### src/rtl/core/hcbp_pkg.sv
// Huffman code bit packer: shared types and constants.
// Used by the controller, the datapath and the top level.
package hcbp_pkg;

	localparam int CODE_W       = 32;
	localparam int LEN_W        = 6;
	localparam int SYM_W        = 8;
	localparam int KIND_W       = 2;
	localparam int ACC_W        = CODE_W + 7;
	localparam int TOTAL_W      = 6;
	localparam int MAX_CODE_LEN = 32;
	localparam int ENTRY_W      = CODE_W + LEN_W;
	localparam int TABLE_DEPTH  = 256;

	localparam logic [KIND_W-1:0] KIND_LOAD   = 2'd0;
	localparam logic [KIND_W-1:0] KIND_ENCODE = 2'd1;
	localparam logic [KIND_W-1:0] KIND_FLUSH  = 2'd2;

	typedef struct packed {
		logic merge;
		logic emit;
		logic flush;
	} cmd_t;

	typedef struct packed {
		logic has_byte;
		logic final_byte;
		logic out_free;
	} status_t;

endpackage

### src/rtl/core/hcbp_ctrl.sv
// Huffman code bit packer controller: sequences lookup, merge, byte emission and flush.
// Depends on hcbp_pkg for command and status types and kind codes.
module hcbp_ctrl (
	input  logic                         clk,
	input  logic                         arst_n,
	input  logic                         in_valid,
	input  logic [hcbp_pkg::KIND_W-1:0] kind,
	output logic                         in_ready,
	input  hcbp_pkg::status_t            status,
	output hcbp_pkg::cmd_t               cmd
);

	typedef enum logic [1:0] {
		ST_IDLE,
		ST_LOOK,
		ST_EMIT,
		ST_FLUSH
	} state_t;

	state_t state_q;
	logic   accept;

	assign in_ready = (state_q == ST_IDLE);
	assign accept   = in_valid && in_ready;

	always_comb begin
		cmd = '0;
		case (state_q)
			ST_LOOK:  cmd.merge = 1'b1;
			ST_EMIT:  cmd.emit  = status.has_byte && status.out_free;
			ST_FLUSH: cmd.flush = status.out_free;
			default:  cmd = '0;
		endcase
	end

	always_ff @(posedge clk or negedge arst_n) begin
		if (!arst_n) begin
			state_q <= ST_IDLE;
		end else begin
			case (state_q)
				ST_IDLE: begin
					if (accept && kind == hcbp_pkg::KIND_ENCODE) begin
						state_q <= ST_LOOK;
					end else if (accept && kind == hcbp_pkg::KIND_FLUSH) begin
						state_q <= ST_FLUSH;
					end
				end
				ST_LOOK: state_q <= ST_EMIT;
				ST_EMIT: begin
					if (!status.has_byte) begin
						state_q <= ST_IDLE;
					end else if (status.out_free && status.final_byte) begin
						state_q <= ST_IDLE;
					end
				end
				ST_FLUSH: begin
					if (status.out_free) begin
						state_q <= ST_IDLE;
					end
				end
				default: state_q <= ST_IDLE;
			endcase
		end
	end

	a_idle_quiet: assert property (@(posedge clk) disable iff (!arst_n)
		in_ready |-> !cmd.emit && !cmd.flush && !cmd.merge)
		else $error("command issued while idle");

	a_emit_ok: assert property (@(posedge clk) disable iff (!arst_n)
		cmd.emit |-> status.out_free && status.has_byte)
		else $error("emit without byte or space");

	a_merge_follows: assert property (@(posedge clk) disable iff (!arst_n)
		(accept && kind == hcbp_pkg::KIND_ENCODE) |=> cmd.merge)
		else $error("encode not merged after lookup");

	a_flush_done: assert property (@(posedge clk) disable iff (!arst_n)
		cmd.flush |=> in_ready)
		else $error("flush did not return to idle");

endmodule

### config.mk
export PLATFORM = sky130hd
export DESIGN_NAME = hcbp_ctrl
export DESIGN_NICKNAME = d
export VERILOG_FILES = /design/src/rtl/core/hcbp_pkg.sv /design/src/rtl/core/hcbp_ctrl.sv
export SDC_FILE = /design/constraint.sdc
export NUM_CORES = 1
export LEC_CHECK = 0
export ABC_AREA = 1
export BUFFER_PORTS_ARGS = -buffer_cell sky130_fd_sc_hd__buf_2
export CAP_MARGIN = 20
export CORE_AREA = 2 2 39 41
export CTS_BUF_LIST = sky130_fd_sc_hd__clkbuf_4 sky130_fd_sc_hd__clkbuf_8 sky130_fd_sc_hd__clkbuf_16
export CTS_CLUSTER_DIAMETER = 50
export DETAILED_ROUTE_END_ITERATION = 10
export DIE_AREA = 0 0 41 43
export PLACE_DENSITY = 0.34
export SYNTH_ARGS = -nofsm -noshare
export SYNTH_HDL_FRONTEND = slang
export SYNTH_SLANG_ARGS = --single-unit
### constraint.sdc
create_clock -name clk -period 1.4 [get_ports clk]
set_input_delay 0 -clock clk [delete_from_list [all_inputs] [get_ports clk]]
set_output_delay 0 -clock clk [all_outputs]
set_load 0.02 [all_outputs]
==> results.json <==
{
  "outcome": "finished, final reports clean",
  "floorplan_die_area_sq_mm": 0.00176,
  "worst-slew-pin-transition_ns": 0.183,
  "num_vias": 198,
  "relSlewSlack": 0.878,
  "biggestRegsByFlops": "state_q (2)",
  "final-hold-violation-count": 0,
  "fin_worst_hold_slack_ns": 0.0888,
  "cts_post_setup_buffers_inserted": 0,
  "drt_first_pass_iters": 4,
  "largest_reg_flops": 2,
  "layout_commonest_cell": "buf_2",
  "max-clock-path-buffers": 2,
  "clock_insertion_delay_worst_skew_ns": 0.22,
  "port-buffer-count": 11,
  "fillerInstances": 167,
  "dominant_combinational_cell_family_by_area_after_synthesis": "simple AND/OR/NAND/NOR gates",
  "synth.avg_cell_area_sq_um": 5.91,
  "cts_inserted_buffers": 3,
  "total_power_per_unit_cell_area_mw_per_mm2": 1820,
  "syn_area_sq_um": 148,
  "ir_worst_vdd_mv": 0.296,
  "num-nets-final": 50,
  "grt_antenna_before_repair": 0,
  "post_synth_and_or_nand_nor_area_fraction": 0.415,
  "core_sq_mm": 0.00138,
  "synth-compound-area-share": 0.0678,
  "initial_drt_markers": 4,
  "synth_xor_area_frac": 0,
  "ys.warnings.count": 0,
  "final-max-slew-violation-count": 0,
  "pre_cts_slack_ns": 0.431,
  "post-route-period-util": 0.741,
  "grt_pass1_vias": 190,
  "route.detailed.drc": 0,
  "post_synth_fa_ha_maj_area_fraction": 0,
  "netlist-cell-type-count": 8,
  "estimated_wirelength_of_the_detail_placed_design_um": 346,
  "grtUsageTotal": 0.0633,
  "fin_skew_ns": 0.00174,
  "hold_path.class": "primary input to async pin",
  "ctsHtreeMaxLevel": 1,
  "setup.worst_path.start_class": "register",
  "vias_per_cell": 3.54,
  "synth_mux_area_frac": 0,
  "wl_per_cell_um": 7.30,
  "power.leakage_uw": 0.000163,
  "wirelength_um": 409,
  "period_minus_slack_ns": 1.04,
  "post_cts.resized_instances": 0,
  "row_count": 14,
  "synth_seq_cells": 2,
  "max_flop_register": "state_q",
  "path_class": "register to primary output",
  "synth_seq_area_share": 0.339,
  "global_route.overflow_total": 0,
  "synthesis.instances": 25,
  "syn_nets": 33,
  "worstPathRequired_ns": 1.40,
  "maxCapViolCount": 0,
  "post-route-worst-setup-slack_ns": 0.363,
  "final_number_of_setup_violating_endpoints": 0,
  "fin_setup_tns_ns": 0,
  "initial_core_util": 0.107,
  "cts_hold_repair.buffers": 1,
  "routabilityCongestion": 0.650,
  "design.portCount": 12,
  "cts_tree": "built",
  "worst-endpoint-arrival_ns": 1.04,
  "grt_setup_unrepaired": "no",
  "grt_max_degree": 6,
  "die-height_um": 43,
  "die_boundary_width_um": 41,
  "drt.antenna.violating_nets": 0,
  "syn2layout_area_growth_pct": 72.9,
  "fin_total_pwr_uw": 466,
  "cts.sinks": 2,
  "insertedDiodeCount": 0,
  "endpoint_kind": "primary output",
  "critical_path.max_fanout": 4,
  "first_pass_grt_wire_length_um": 683,
  "clk_root_buffer_cell": "clkbuf_4",
  "final_layout_size_suffix_gt1_frac": 0.350,
  "mostFrequentLayoutCells": "11 x buf_2, 7 x inv_1, 6 x nand3_1, 5 x nand2_1, 3 x clkbuf_4",
  "cts.clk_slew.worst_paths_ns": 0.03,
  "timing.fmax_ghz": 0.964
}
==> cell usage after synthesis <==
master | number | area, sq um
nor2_1 | 2 | 7.51
a21oi_1 | 1 | 5.00
inv_1 | 7 | 26.3
nor3_1 | 1 | 5.00
dfrtp_1 | 2 | 50.1
nand2_1 | 5 | 18.8
nand3_1 | 6 | 30.0
o21ai_0 | 1 | 5.00
==> critical path, stage by stage (launching register included) <==
cell	delay [ns]
dfrtp_1	0.38
inv_1	0.08
nor3_1	0.17
buf_2	0.19
==> path summary, 6_finish.rpt <==
| check | startpoint | endpoint | slack, ns | depth (start not counted) |
|---|---|---|---|---|
| min in group clk | status[1] | state_q[1] | 0.09 | 4 |
| max | state_q[1] | cmd[0] | 0.36 | 3 |
| min reg2reg | state_q[1] | state_q[0] | 0.60 | 2 |
| min | arst_n | state_q[1] | 0.09 | 2 |
| max in group asynchronous | arst_n | state_q[0] | 1.21 | 2 |
| max reg2reg | state_q[1] | state_q[0] | 0.43 | 4 |
==> through the flow <==
step,std cells,instance area (sq um),utilization
after floorplan,25,148,-
after global placement,52,223,0.161
after detailed placement,52,223,0.161
after CTS,56,255,0.184
after global routing,56,255,0.184
final,56,255,0.184
==> final cells by class <==
class / count / area (sq um) / area share
inverters: 7 / 26.3 / 0.103
multi-input cells: 16 / 71.3 / 0.279
well taps: 16 / 20.0 / 0.0784
repair buffers: 12 / 65.1 / 0.255
flip-flops and latches: 2 / 50.0 / 0.196
clock buffers: 3 / 22.5 / 0.0882
==> power by group <==
group	internal, uW	switching, uW	total, uW
registers	86.5	28.5	115
logic	81.0	144	225
clock network	94.4	31.0	125
==> cells by family (layout without fill, tap and decap cells) <==
logic type | Yosys count | count (layout)
and+or+nand+nor | 14 | 14
buffers and inverters | 7 | 22
AOI/OAI and AO/OA | 2 | 2
DFF | 2 | 2
==> metal layers <==
metal	up-vias	share of wire	GRT usage
met5	-	0	0
met4	0	0	0.0400
met3	0	0.098	0.0628
met2	7	0.52	0.0844
met1	83	0.38	0.0579
li1	108	-	-
(Power assumes the default switching activity.)
